File: src/rtl/velocity_ramp_profile_top_defines.svh
// ----------------------------------------------------------------------------
// Velocity ramp profile assertion macros
// Concurrent assertion wrappers clocked on clk and disabled during rst.
// ----------------------------------------------------------------------------
`ifndef VELOCITY_RAMP_PROFILE_TOP_DEFINES_SVH
`define VELOCITY_RAMP_PROFILE_TOP_DEFINES_SVH

`ifndef SYNTHESIS
`define VRP_ASSERT_IMPL(label, pre, post) \
  label: assert property (@(posedge clk) disable iff (rst) (pre) |-> (post)) \
    else $error("velocity ramp profile assertion failed");
`define VRP_ASSERT_NEXT(label, pre, post) \
  label: assert property (@(posedge clk) disable iff (rst) (pre) |=> (post)) \
    else $error("velocity ramp profile assertion failed");
`else
`define VRP_ASSERT_IMPL(label, pre, post)
`define VRP_ASSERT_NEXT(label, pre, post)
`endif

`endif

File: src/rtl/vrp_pkg.sv
// ----------------------------------------------------------------------------
// Velocity ramp profile package
// Widths, register codes, pipeline types and the divider step function.
// ----------------------------------------------------------------------------
`default_nettype none

package vrp_pkg;

  localparam int VEL_WIDTH  = 16;
  localparam int DIST_WIDTH = 24;
  localparam int TIME_WIDTH = 16;

  localparam int STEP_SHIFT = TIME_WIDTH + 1;
  localparam int CRUISE_W   = VEL_WIDTH - 1;
  localparam int SQ_W       = 2 * CRUISE_W;
  localparam int PROD_W     = SQ_W + TIME_WIDTH;
  localparam int Y_W        = PROD_W - STEP_SHIFT;
  localparam int PN_W       = CRUISE_W + DIST_WIDTH;
  localparam int NUM_W      = (Y_W > PN_W) ? Y_W : PN_W;
  localparam int DIV_STAGES = (VEL_WIDTH + 1) / 2;
  localparam int QUO_W      = 2 * DIV_STAGES;
  localparam int REM_W      = DIST_WIDTH + 2;
  localparam int SUM_W      = VEL_WIDTH + 2;
  localparam int LATENCY    = DIV_STAGES + 5;

  localparam int CFG_W0     = (DIST_WIDTH > VEL_WIDTH) ? DIST_WIDTH : VEL_WIDTH;
  localparam int CFG_W      = (CFG_W0 > TIME_WIDTH) ? CFG_W0 : TIME_WIDTH;
  localparam int CFG_IDX_W  = 3;

  localparam logic [CRUISE_W-1:0]   CRUISE_RST = CRUISE_W'(256);
  localparam logic [DIST_WIDTH-1:0] RAMP_RST   = DIST_WIDTH'(256);
  localparam logic [VEL_WIDTH-1:0]  MIN_RST    = '0;
  localparam logic [TIME_WIDTH-1:0] STEP_RST   = TIME_WIDTH'(6554);
  localparam logic [VEL_WIDTH-1:0]  POS_MAX    = {1'b0, {(VEL_WIDTH-1){1'b1}}};

  typedef enum logic [CFG_IDX_W-1:0] {
    REG_LIN_CRUISE,
    REG_LIN_RAMP,
    REG_LIN_MIN,
    REG_ANG_CRUISE,
    REG_ANG_RAMP,
    REG_ANG_MIN,
    REG_STEP_TIME
  } cfg_reg_t;

  typedef struct packed {
    logic [REM_W-1:0] rem;
    logic [QUO_W-1:0] lq;
  } div_lane_t;

  typedef struct packed {
    logic [VEL_WIDTH-1:0]  vel;
    logic [VEL_WIDTH-1:0]  vmin;
    logic [CRUISE_W-1:0]   cruise;
    logic [DIST_WIDTH-1:0] ramp;
    logic                  short_move;
    logic                  accel;
    logic                  zero;
    logic                  sat;
  } item_t;

  typedef struct packed {
    item_t     item;
    div_lane_t dv;
    div_lane_t pk;
  } div_data_t;

  // One restoring division step: shift in the next dividend bit, subtract if it fits.
  function automatic div_lane_t div_step(div_lane_t lane, logic [REM_W-1:0] divisor);
    logic [REM_W-1:0] trial;
    div_lane_t        res;
    trial = {lane.rem[REM_W-2:0], lane.lq[QUO_W-1]};
    if (trial >= divisor) begin
      res.rem = trial - divisor;
      res.lq  = {lane.lq[QUO_W-2:0], 1'b1};
    end else begin
      res.rem = trial;
      res.lq  = {lane.lq[QUO_W-2:0], 1'b0};
    end
    return res;
  endfunction

endpackage

`default_nettype wire

File: src/rtl/vrp_div_stage.sv
// ----------------------------------------------------------------------------
// Velocity ramp divider stage
// Two restoring steps of the step and peak divisions, then a register.
// ----------------------------------------------------------------------------
`default_nettype none

module vrp_div_stage import vrp_pkg::*; (
  input  logic      clk,
  input  logic      rst,
  input  logic      in_valid,
  input  div_data_t in_data,
  output logic      out_valid,
  output div_data_t out_data
);

  logic [REM_W-1:0] dv_divisor;
  logic [REM_W-1:0] pk_divisor;
  div_data_t        data_next;

  always_comb begin
    dv_divisor     = REM_W'(in_data.item.ramp);
    pk_divisor     = REM_W'({in_data.item.ramp, 1'b0});
    data_next.item = in_data.item;
    data_next.dv   = div_step(div_step(in_data.dv, dv_divisor), dv_divisor);
    data_next.pk   = div_step(div_step(in_data.pk, pk_divisor), pk_divisor);
  end

  always_ff @(posedge clk) begin
    if (rst) begin
      out_valid <= 1'b0;
    end else begin
      out_valid <= in_valid;
    end
  end

  always_ff @(posedge clk) begin
    out_data <= data_next;
  end

endmodule

`default_nettype wire
File: config.mk
export PLATFORM = sky130hd
export DESIGN_NAME = vrp_div_stage
export DESIGN_NICKNAME = d
export VERILOG_FILES = /design/src/rtl/velocity_ramp_profile_top_defines.svh /design/src/rtl/vrp_pkg.sv /design/src/rtl/vrp_div_stage.sv
export SDC_FILE = /design/constraint.sdc
export NUM_CORES = 1
export LEC_CHECK = 0
export ABC_AREA = 1
export BUFFER_PORTS_ARGS = -buffer_cell sky130_fd_sc_hd__buf_4
export CAP_MARGIN = 20
export CORE_MARGIN = 2
export CORE_UTILIZATION = 53
export CTS_BUF_LIST = sky130_fd_sc_hd__clkbuf_2 sky130_fd_sc_hd__clkbuf_4 sky130_fd_sc_hd__clkbuf_8
export DETAILED_ROUTE_END_ITERATION = 10
export HOLD_SLACK_MARGIN = 0.15
export PLACE_DENSITY = 0.83
export SLEW_MARGIN = 30
export SYNTH_ARGS = -nofsm -noshare
export SYNTH_HDL_FRONTEND = slang
export SYNTH_SLANG_ARGS = --single-unit
File: constraint.sdc
create_clock -name clk -period 5 [get_ports clk]
set_input_delay 1 -clock clk [delete_from_list [all_inputs] [get_ports clk]]
set_output_delay 1 -clock clk [all_outputs]
set_load 0.005 [all_outputs]
==> metrics.md, run 1 <==
| Metric | Value |
|---|---|
| Syn-to-layout area delta | `39.4%` |
| Ys async rst share | `0%` |
| Power Total | `between 5 and 6 mW` |
| Ys Warns | `0` |
| Iteration-0 DRC Markers | `~1000` |
| Most frequent cells in the layout | `buf_4 (450), nand2_1 (402), dfxtp_1 (160)` |
| Drc violations | `0` |
| Register share of total power | `31.1%` |
| Largest net degree at the start of global routing | `29` |
| Num Clock Sinks | `160` |
| CP max stage delay | `around 430 ps` |
| H-tree lvl count | `4` |
| Largest fanout on the critical path | `23` |
| Vias | `about 11000` |
| I/O Pins | `approximately 320` |
| Req. time, crit path | `5430 ps` |
| Number of flops mapped to enable cells by yosys | `0` |
| Most common cell after layout, fill and taps aside | `buf_4` |
| Hold_sp | `in_data[44]` |
| Die ar. | `~0.020 mm2` |
| Final hold slack | `605 ps` |
| Clock slew at reported path FFs | `between 100 and 150 ps` |
| Worst vdd ir | `between 0.15 and 0.2 mV` |
| Pleak | `7.38 nW` |
| RSZ-0062 raised after global routing | `false` |
| #FFs+latches synth | `between 150 and 200` |
| Detailed-route wire length | `~40000 um` |
| WP buf/inv | `7` |
| Max clock buf depth | `2` |
| First-pass GRT wire length | `a little under 60000 um` |
| Register area share after synthesis | `a little under a third` |
| Slew HR | `between 40% and 50%` |
| FMAX | `between 200 and 250 MHz` |
| Root buffer cell | `clkbuf_8` |
| P_sw | `2.11 mW` |
| Final Hold Viols | `0` |
| Dpl hpwl | `about 32000 um` |
| Layout cells sized above 1 | `~28%` |
| Hold-fix buffers, CTS | `0` |
| NumNets Final | `2123` |
| Startpoint types | `input port` |
| Top delay family on crit path | `simple AND/OR/NAND/NOR gates` |
| Port Buf Inserts | `319` |
| Post-route cell area | `~0.014 mm2` |
| Row Count | `50` |
| Min-delay worst type | `in2reg` |
| Critical path type | `in2reg` |
| Placed instance area | `approximately 0.014 mm2` |
| Final setup viols | `0` |
| Syn Area/Cell | `between 7 and 8 um2` |
| Total grt overflow | `0` |
| Syn_nets | `approximately 1700` |
| Critical Path End Type | `flop` |
| DR WL/cell | `roughly 19 um` |
| Tightest Pin Transition | `around 770 ps` |
| Sw Ratio | `40.5%` |
| Post-Syn Area | `approximately 0.010 mm2` |
| Setup Buffers After CTS | `0` |
| N_diodes | `0` |
| Clock power frac | `approximately a fifth` |
| Combinational Power Share | `49.8%` |
| CTS tree | `done` |
| Final min period | `about 4800 ps` |
| Vias in the first global route | `10600` |
| Status | `finished, final reports clean` |
| Synth unique cells | `between 40 and 50` |
| Drt first pass iters | `6` |
| GPL Wtd Cong | `~1` |
| Slowest cell on crit path | `ha_1` |
| Post-CTS Resized | `0` |
| Post-route ant nets | `0` |
| Cell Chain, Critical Path | `buf_4, inv_1, ha_1, nand2_1, nor2_1, inv_1, nor4_1, buf_4, nand4_1, nand3_1, inv_2, buf_4, nand2_1, nand2_1, ha_1, a21o_1, a31oi_1, nor3_1, nor2_1, nand4_1, a21oi_4, buf_4, nand3_1, nand2_1` |
| Cts bufs inserted | `17` |
| Vias per inst | `~5.4` |
| Worst setup path start | `in_data[94]` |
| Final worst-path cycle share | `95.1%` |
| Max Cap Viol | `0` |
| Core area | `about 0.019 mm2` |
| Starting Density | `between 50% and 60%` |
| Predominant post-synthesis flop cell | `dfxtp_1` |
| Die Ht | `142 um` |
| Power density cells | `roughly 370 mW/mm2` |
| Slew Limit Fails | `0` |
| Fillers | `1519` |
| Crit path arrival time | `5180 ps` |
| Total GRT Usage | `between 30 and 40%` |
| Initial antenna violation count | `0` |
| Pint | `roughly 3.1 mW` |
| Die X | `~140 um` |
| Synth Instances | `about 1400` |
==> registers in the layout (all words and copies together), names as in the netlist <==
register / count
out_data: 159
out_valid: 1
==> worst paths after layout <==
kind | slack [ps] | cells after the start | endpoint
setup / recovery | 250 | 24 | out_data[26]
hold / removal | 600 | 1 | out_data[46]
==> cell families (layout without fill, tap and decap cells) <==
group	count (synthesis)	in the layout	synth area share (%)
simple gates	665	665	27.9
compound gates	236	236	13.3
buf+inv	175	635	7.24
flops	160	160	32.0
fa+ha+maj	100	100	12.8
xor+xnor	78	78	6.82
==> power by group through the flow <==
| stage | registers [mW] | logic, mW | clock network (mW) |
|---|---|---|---|
| after floorplan | 1.66 | 1.30 | 0 |
| after global placement | 1.64 | 2.49 | 0 |
| after detailed placement | 1.65 | 2.53 | 0 |
| after CTS | 1.62 | 2.55 | 0.998 |
| after global routing | 1.64 | 2.80 | 1.05 |
| final | 1.62 | 2.60 | 0.996 |
==> layout make-up <==
cell class,instances,area (um2),share of cell area [%]
sequential,160,3200,22.9
multi-input combinational,1079,6090,43.6
timing repair buffer,452,3420,24.5
clock buffer,17,234,1.67
clock inverter,15,163,1.16
tap,234,293,2.10
inverter,151,567,4.06
==> metrics by stage <==
step                      setup slack [ps]  setup TNS, ps  util, %  cells
after floorplan                        579              0        -   1414
after global placement               -6.77          -9.47     72.8   2076
after detailed placement             -65.0           -700     72.8   2076
after CTS                              368              0     74.9   2108
after global routing                  72.3              0     74.9   2108
final                                  247              0     74.9   2108
==> layer usage <==
| layer | GRT usage [%] | wire, um | up-vias |
|---|---|---|---|
| li1 | - | - | 5533 |
| met1 | 47.2 | 15500 | 5168 |
| met2 | 64.7 | 18400 | 587 |
| met3 | 9.52 | 3770 | 123 |
| met4 | 19.0 | 2160 | 0 |
| met5 | 0 | 0 | - |
==> cell usage after synthesis (5+ instances only) <==
library cell / number / area (um2)
nand4_1: 34 / 213
a21o_1: 7 / 52.6
o21bai_1: 11 / 82.6
inv_1: 146 / 548
xnor2_1: 39 / 342
nor3_1: 11 / 55.1
ha_1: 96 / 1200
xor2_1: 39 / 342
buf_6: 6 / 67.6
o21ai_1: 11 / 55.1
buf_2: 7 / 35.0
a21oi_2: 7 / 61.3
or2_2: 8 / 50.1
nand3_1: 75 / 375
a21oi_1: 108 / 541
inv_2: 5 / 18.8
nand2_1: 402 / 1510
o21ai_2: 5 / 43.8
nor2_1: 113 / 424
dfxtp_1: 160 / 3200
nand3b_1: 5 / 37.5
o21ai_0: 73 / 365
Power figures use the tool's default switching activity.
==> run 2: changes to the inputs <==
BUFFER_PORTS_ARGS = not set   (was -buffer_cell sky130_fd_sc_hd__buf_4)
CORE_UTILIZATION = 65   (was 53)
DONT_BUFFER_PORTS = 1   (was not set)
PLACE_DENSITY = 0.81   (was 0.83)
==> metrics.md, run 2 (synthesis results as in run 1) <==
| Metric | Value |
|---|---|
| Final setup viols | `0 (unchanged)` |
| Drc violations | `0 (unchanged)` |
| Initial antenna violation count | `6 (+6)` |
| Num Clock Sinks | `160 (unchanged)` |
| GPL Wtd Cong | `0.999 (-0.31%)` |
| Detailed-route wire length | `36900 um (-7.4%)` |
| Largest net degree at the start of global routing | `27 (-6.9%)` |
| Final Hold Viols | `0 (unchanged)` |
| Total grt overflow | `0 (unchanged)` |
| Final worst-path cycle share | `94.6% (-0.48 points)` |
| Vias in the first global route | `9250 (-13%)` |
| Critical path type | `in2reg` |
| Starting Density | `66.2% (+12 points)` |
| Post-CTS Resized | `0 (unchanged)` |
| Root buffer cell | `clkbuf_8` |
| Port Buf Inserts | `0 (-100%)` |
| Min-delay worst type | `in2reg` |
| Cell Chain, Critical Path | `inv_1, ha_1, nand2_2, inv_2, nand2_1, nand2_1, nand2_1, nand3_2, nand2_1, nand3_2, nor2_4, or2_2, o21ai_0, ha_1, nand2_1, o21ai_0, a21oi_1, o21ai_0, a21oi_1, o21bai_1, xor2_1, nand2_1, nand2_1` |
| Dpl hpwl | `29100 um (-10%)` |
| I/O Pins | `322 (unchanged)` |
| Pleak | `5.47 nW (-26%)` |
| Die X | `128 um (-9.4%)` |
| Top reg by flops | `out_data` |
| Post-route ant nets | `0 (unchanged)` |
| NumNets Final | `1727 (-19%)` |
| Setup Buffers After CTS | `0 (unchanged)` |
| Worst vdd ir | `0.197 mV (+0.31%)` |
| Core Util, Final | `72.3% (-2.6 points)` |
| Max reg flops | `159 (unchanged)` |
| Core area | `0.0151 mm2 (-19%)` |
| Row Count | `45 (-10%)` |
| Placed instance area | `0.0105 mm2 (-22%)` |
| Largest fanout on the critical path | `9 (-61%)` |
| Die Ht | `128 um (-9.4%)` |
| First-pass GRT wire length | `52500 um (-11%)` |
| Startpoint types | `input port` |
| Die ar. | `0.0164 mm2 (-18%)` |
| Crit path arrival time | `5150 ps (-30 ps)` |
| RSZ-0062 raised after global routing | `false` |
| Top flop regs | `out_data x159, out_valid x1` |
| Hold depth | `0 (-1)` |
| PnR worst setup slack | `271 ps (+24.0 ps)` |
| Slew HR | `46.0% (-2.4 points)` |
| Critical Path End Type | `flop` |
| Most frequent cells in the layout | `nand2_1 (402), dfxtp_1 (160), inv_1 (146)` |
| Req. time, crit path | `5420 ps (about the same)` |
| Vias | `10100 (-12%)` |
| Register area | `0.00320 mm2 (unchanged)` |
| Power Total | `4.56 mW (-13%)` |
| Most common cell after layout, fill and taps aside | `nand2_1` |
| Clock slew at reported path FFs | `120 ps (about the same)` |
| Power density cells | `416 mW/mm2 (+11%)` |
| Hold_sp | `in_data[100]` |
| Most common cell on crit path | `nand2_1` |
| Max Cap Viol | `0 (unchanged)` |
| Tightest Pin Transition | `802 ps (+36.2 ps)` |
| Post-route cell area | `0.0110 mm2 (-22%)` |
| CP max stage delay | `410 ps (-20 ps)` |
| Vias per inst | `6.03 (+11%)` |
| Multi-input gate area | `0.00609 mm2 (unchanged)` |
| Max clock buf depth | `2 (unchanged)` |
| Fillers | `1284 (-15%)` |
| Final min period | `4730 ps (-24.0 ps)` |
| Slowest cell on crit path | `ha_1` |
| DR WL/cell | `22.1 um (+17%)` |
| Syn-to-layout area delta | `9.30%` |
| Layout cells sized above 1 | `8.59% (-19 points)` |
| CTS tree | `done` |
| FMAX | `211 MHz (+0.51%)` |
| Setup WS pre-CTS | `-20.2 ps (+44.8 ps)` |
| Total GRT Usage | `43.2% (+4.3 points)` |
| Cts bufs inserted | `17 (unchanged)` |
| Final hold slack | `533 ps (-71.8 ps)` |
| Worst Hold Path EP | `out_data[100]` |
| Iteration-0 DRC Markers | `1043 (+3.9%)` |
| H-tree lvl count | `4 (unchanged)` |
| Hold-fix buffers, CTS | `0 (unchanged)` |
| Status | `finished, final reports clean` |
| Slew Limit Fails | `0 (unchanged)` |
| Drt first pass iters | `5 (-1)` |
==> run 2: critical path, delay by kind of cell <==
kind                       cells  cell delay, ps
adders and majority gates      2             790
buffers and inverters          2             320
xor gates and xnor gates       1             180
and+or+nand+nor               12            1240
AOI/OAI and AO/OA              6            1610
==> run 2: where the power goes <==
part	total, mW	switching (mW)	internal [mW]
registers	1.71	0.177	1.54
logic	1.87	1.20	0.678
clock network	0.968	0.590	0.378
==> run 2: cell type report <==
| type | instances | area share [%] |
|---|---|---|
| Antenna cell | 4 | 0.0914 |
| Clock buffer | 17 | 2.14 |
| Clock inverter | 15 | 1.52 |
| Inverter | 151 | 5.17 |
| Multi-Input combinational cell | 1079 | 55.6 |
| Sequential cell | 160 | 29.2 |
| Tap cell | 188 | 2.15 |
| Timing Repair Buffer | 56 | 4.07 |
==> run 2: worst max-delay path by stage <==
stage	slack, ps	endpoint	from
floorplan	580	out_data[18]	in_data[89]
global placement	90	out_data[29]	in_data[105]
detailed placement	-20	out_data[29]	in_data[105]
CTS	490	out_data[79]	in_data[92]
global route	130	out_data[39]	in_data[100]
finish	270	out_data[79]	in_data[92]
==> run 2: layer usage <==
metal	share of wire, %	up-vias	wire length, um	track usage, %
met5	0.079	-	29	0
met4	5.5	4	2020	23.5
met3	13	143	4670	15.0
met2	44	676	16000	66.1
met1	38	4508	14100	53.3
li1	-	4735	-	-
==> run 2: through the flow <==
step,std cells,setup TNS (ps)
2_1_floorplan,1414,0
3_3_place_gp,1634,0
3_5_place_dp,1634,-20.2
4_1_cts,1666,0
5_1_grt,1669,0
6_report,1670,0
==> run 3: changes to the inputs <==
GPL_TIMING_DRIVEN = 0   (was not set)
==> metrics.md, run 3 (synthesis results as in run 1) <==
| Metric | Value |
|---|---|
| Status | `finished, final reports clean` |
| Vias in the first global route | `8960 (-3.1%)` |
| Min-delay worst type | `in2reg` |
| Slowest cell on crit path | `ha_1` |
| Most common cell on crit path | `nand2_1` |
| Vias | `10100 (+0.070%)` |
| Clock slew at reported path FFs | `110 ps (about the same)` |
| Port Buf Inserts | `0 (unchanged)` |
| Syn-to-layout area delta | `9.29% (about the same)` |
| Fillers | `1229 (-4.3%)` |
| Max Cap Viol | `0 (unchanged)` |
| First-pass GRT wire length | `50800 um (-3.1%)` |
| Hold-fix buffers, CTS | `0 (unchanged)` |
| Worst vdd ir | `0.203 mV (+2.7%)` |
| Most frequent cells in the layout | `nand2_1 (402), dfxtp_1 (160), inv_1 (133)` |
| PnR worst setup slack | `104 ps (-167 ps)` |
| Largest net degree at the start of global routing | `19 (-30%)` |
| Die X | `128 um (unchanged)` |
| Row Count | `45 (unchanged)` |
| Met2 usage | `63.0% (-3.1 points)` |
| Detailed-route wire length | `36100 um (-2.1%)` |
| Crit path arrival time | `5220 ps (+70 ps)` |
| Max reg flops | `159 (unchanged)` |
| Final Hold Viols | `0 (unchanged)` |
| Initial antenna violation count | `3 (-3)` |
| WP buf/inv | `5 (+3)` |
| Layout cells sized above 1 | `9.11% (+0.52 points)` |
| DR WL/cell | `21.9 um (-0.95%)` |
| Drc violations | `0 (unchanged)` |
| Slew HR | `51.3% (+5.4 points)` |
| Power density cells | `411 mW/mm2 (-1.1%)` |
| Most common cell after layout, fill and taps aside | `nand2_1` |
| Final setup viols | `0 (unchanged)` |
| Pleak | `5.31 nW (-2.9%)` |
| Met1 GRT Util | `53.4% (+0.10 points)` |
| Critical path type | `in2reg` |
| Die Ht | `128 um (unchanged)` |
| CP max stage delay | `370 ps (-40 ps)` |
| Top flop regs | `out_data x159, out_valid x1` |
| Max clock buf depth | `2 (unchanged)` |
| Critical Path End Type | `flop` |
| Root buffer cell | `clkbuf_8` |
| Top reg by flops | `out_data` |
| Placed insts | `1602 (-2.0%)` |
| Cts bufs inserted | `17 (unchanged)` |
| Top delay family on crit path | `simple AND/OR/NAND/NOR gates` |
| I/O Pins | `322 (unchanged)` |
| Vias per inst | `6.10 (+1.3%)` |
| NumNets Final | `1709 (-1.0%)` |
| Post-route ant nets | `0 (unchanged)` |
| GPL Wtd Cong | `1.01 (+0.73%)` |
| Tightest Pin Transition | `722 ps (-80.1 ps)` |
| Largest fanout on the critical path | `10 (+1)` |
| Cell Chain, Critical Path | `inv_1, ha_1, nand2_2, inv_2, a21oi_2, nand3_2, nand2_1, nand3_2, nor2_4, clkbuf_4, nand2_1, o21ai_1, ha_1, a21oi_1, o21ai_0, o21bai_1, nand3_1, nand3_1, nand3_1, nand3_2, buf_6, buf_6, nand2_1, nand2_1` |
| Drt first pass iters | `6 (+1)` |
| Startpoint types | `input port` |
| Final worst-path cycle share | `97.9% (+3.3 points)` |
| Die ar. | `0.0164 mm2 (unchanged)` |
| Finished Layout Cells | `1650 (-1.2%)` |
| Req. time, crit path | `5320 ps (-100 ps)` |
| FMAX | `204 MHz (-3.4%)` |
| Iteration-0 DRC Markers | `1079 (+3.5%)` |
| CTS tree | `done` |
| Total GRT Usage | `41.7% (-1.5 points)` |
| Num Clock Sinks | `160 (unchanged)` |
| Slew Limit Fails | `0 (unchanged)` |
| Setup WS pre-CTS | `-545 ps (-525 ps)` |
| Most Crowded Layer GR | `met2` |
| Core area | `0.0151 mm2 (unchanged)` |
| H-tree lvl count | `4 (unchanged)` |
| GR Layer Usage met3 | `11.7% (-3.3 points)` |
| Dpl hpwl | `28500 um (-2.0%)` |
| Starting Density | `66.2% (unchanged)` |
| Total grt overflow | `0 (unchanged)` |
| Final min period | `4900 ps (+167 ps)` |
run 3: repair_timing:
item,CTS,global route
resized for setup,1,51
pin swaps,0,7
endpoints found under the setup margin,7,53
buffers inserted,0,14
run 3: layer usage:
layer	vias to the layer above	wire length, um	share of wire (%)
met5	-	10	0.028
met4	2	2020	5.6
met3	124	4270	12
met2	674	15600	43
met1	4568	14200	39
li1	4705	-	-
run 3: stage by stage:
step / util (%) / power [mW] / hold slack, ps / instance area, um2 / setup TNS [ps]
3_5_place_dp: 67.7 / 3.44 / 1030 / 10300 / -21010
2_1_floorplan: - / 2.96 / 1030 / 10000 / 0
6_report: 72.3 / 4.51 / 530 / 11000 / 0
5_1_grt: 72.3 / 4.73 / 521 / 11000 / -34.3
4_1_cts: 70.4 / 4.37 / 528 / 10700 / 0
3_3_place_gp: 67.7 / 3.42 / 1030 / 10300 / -17140
run 3: final cells by class:
type                            instances  area, um2  area share (%)
Antenna cell                            2       5.00          0.0457
Buffer                                 24        176            1.61
Clock buffer                           17        234            2.14
Clock inverter                         15        168            1.53
Inverter                              151        616            5.62
Multi-Input combinational cell       1079       6210            56.7
Sequential cell                       160       3200            29.2
Tap cell                              188        235            2.15
Timing Repair Buffer                   14        105           0.959
run 3: report_power, final:
| part | switching [mW] | internal [mW] | total (mW) |
|---|---|---|---|
| Combinational | 1.19 | 0.655 | 1.85 |
| Clock | 0.577 | 0.377 | 0.954 |
| Sequential | 0.171 | 1.54 | 1.71 |
run 3: path summary, 6_finish.rpt:
path | startpoint | end | slack (ps) | cells past startpoint
setup / recovery | in_data[97] | out_data[62] | 100 | 24
hold / removal | in_data[99] | out_data[99] | 530 | 0
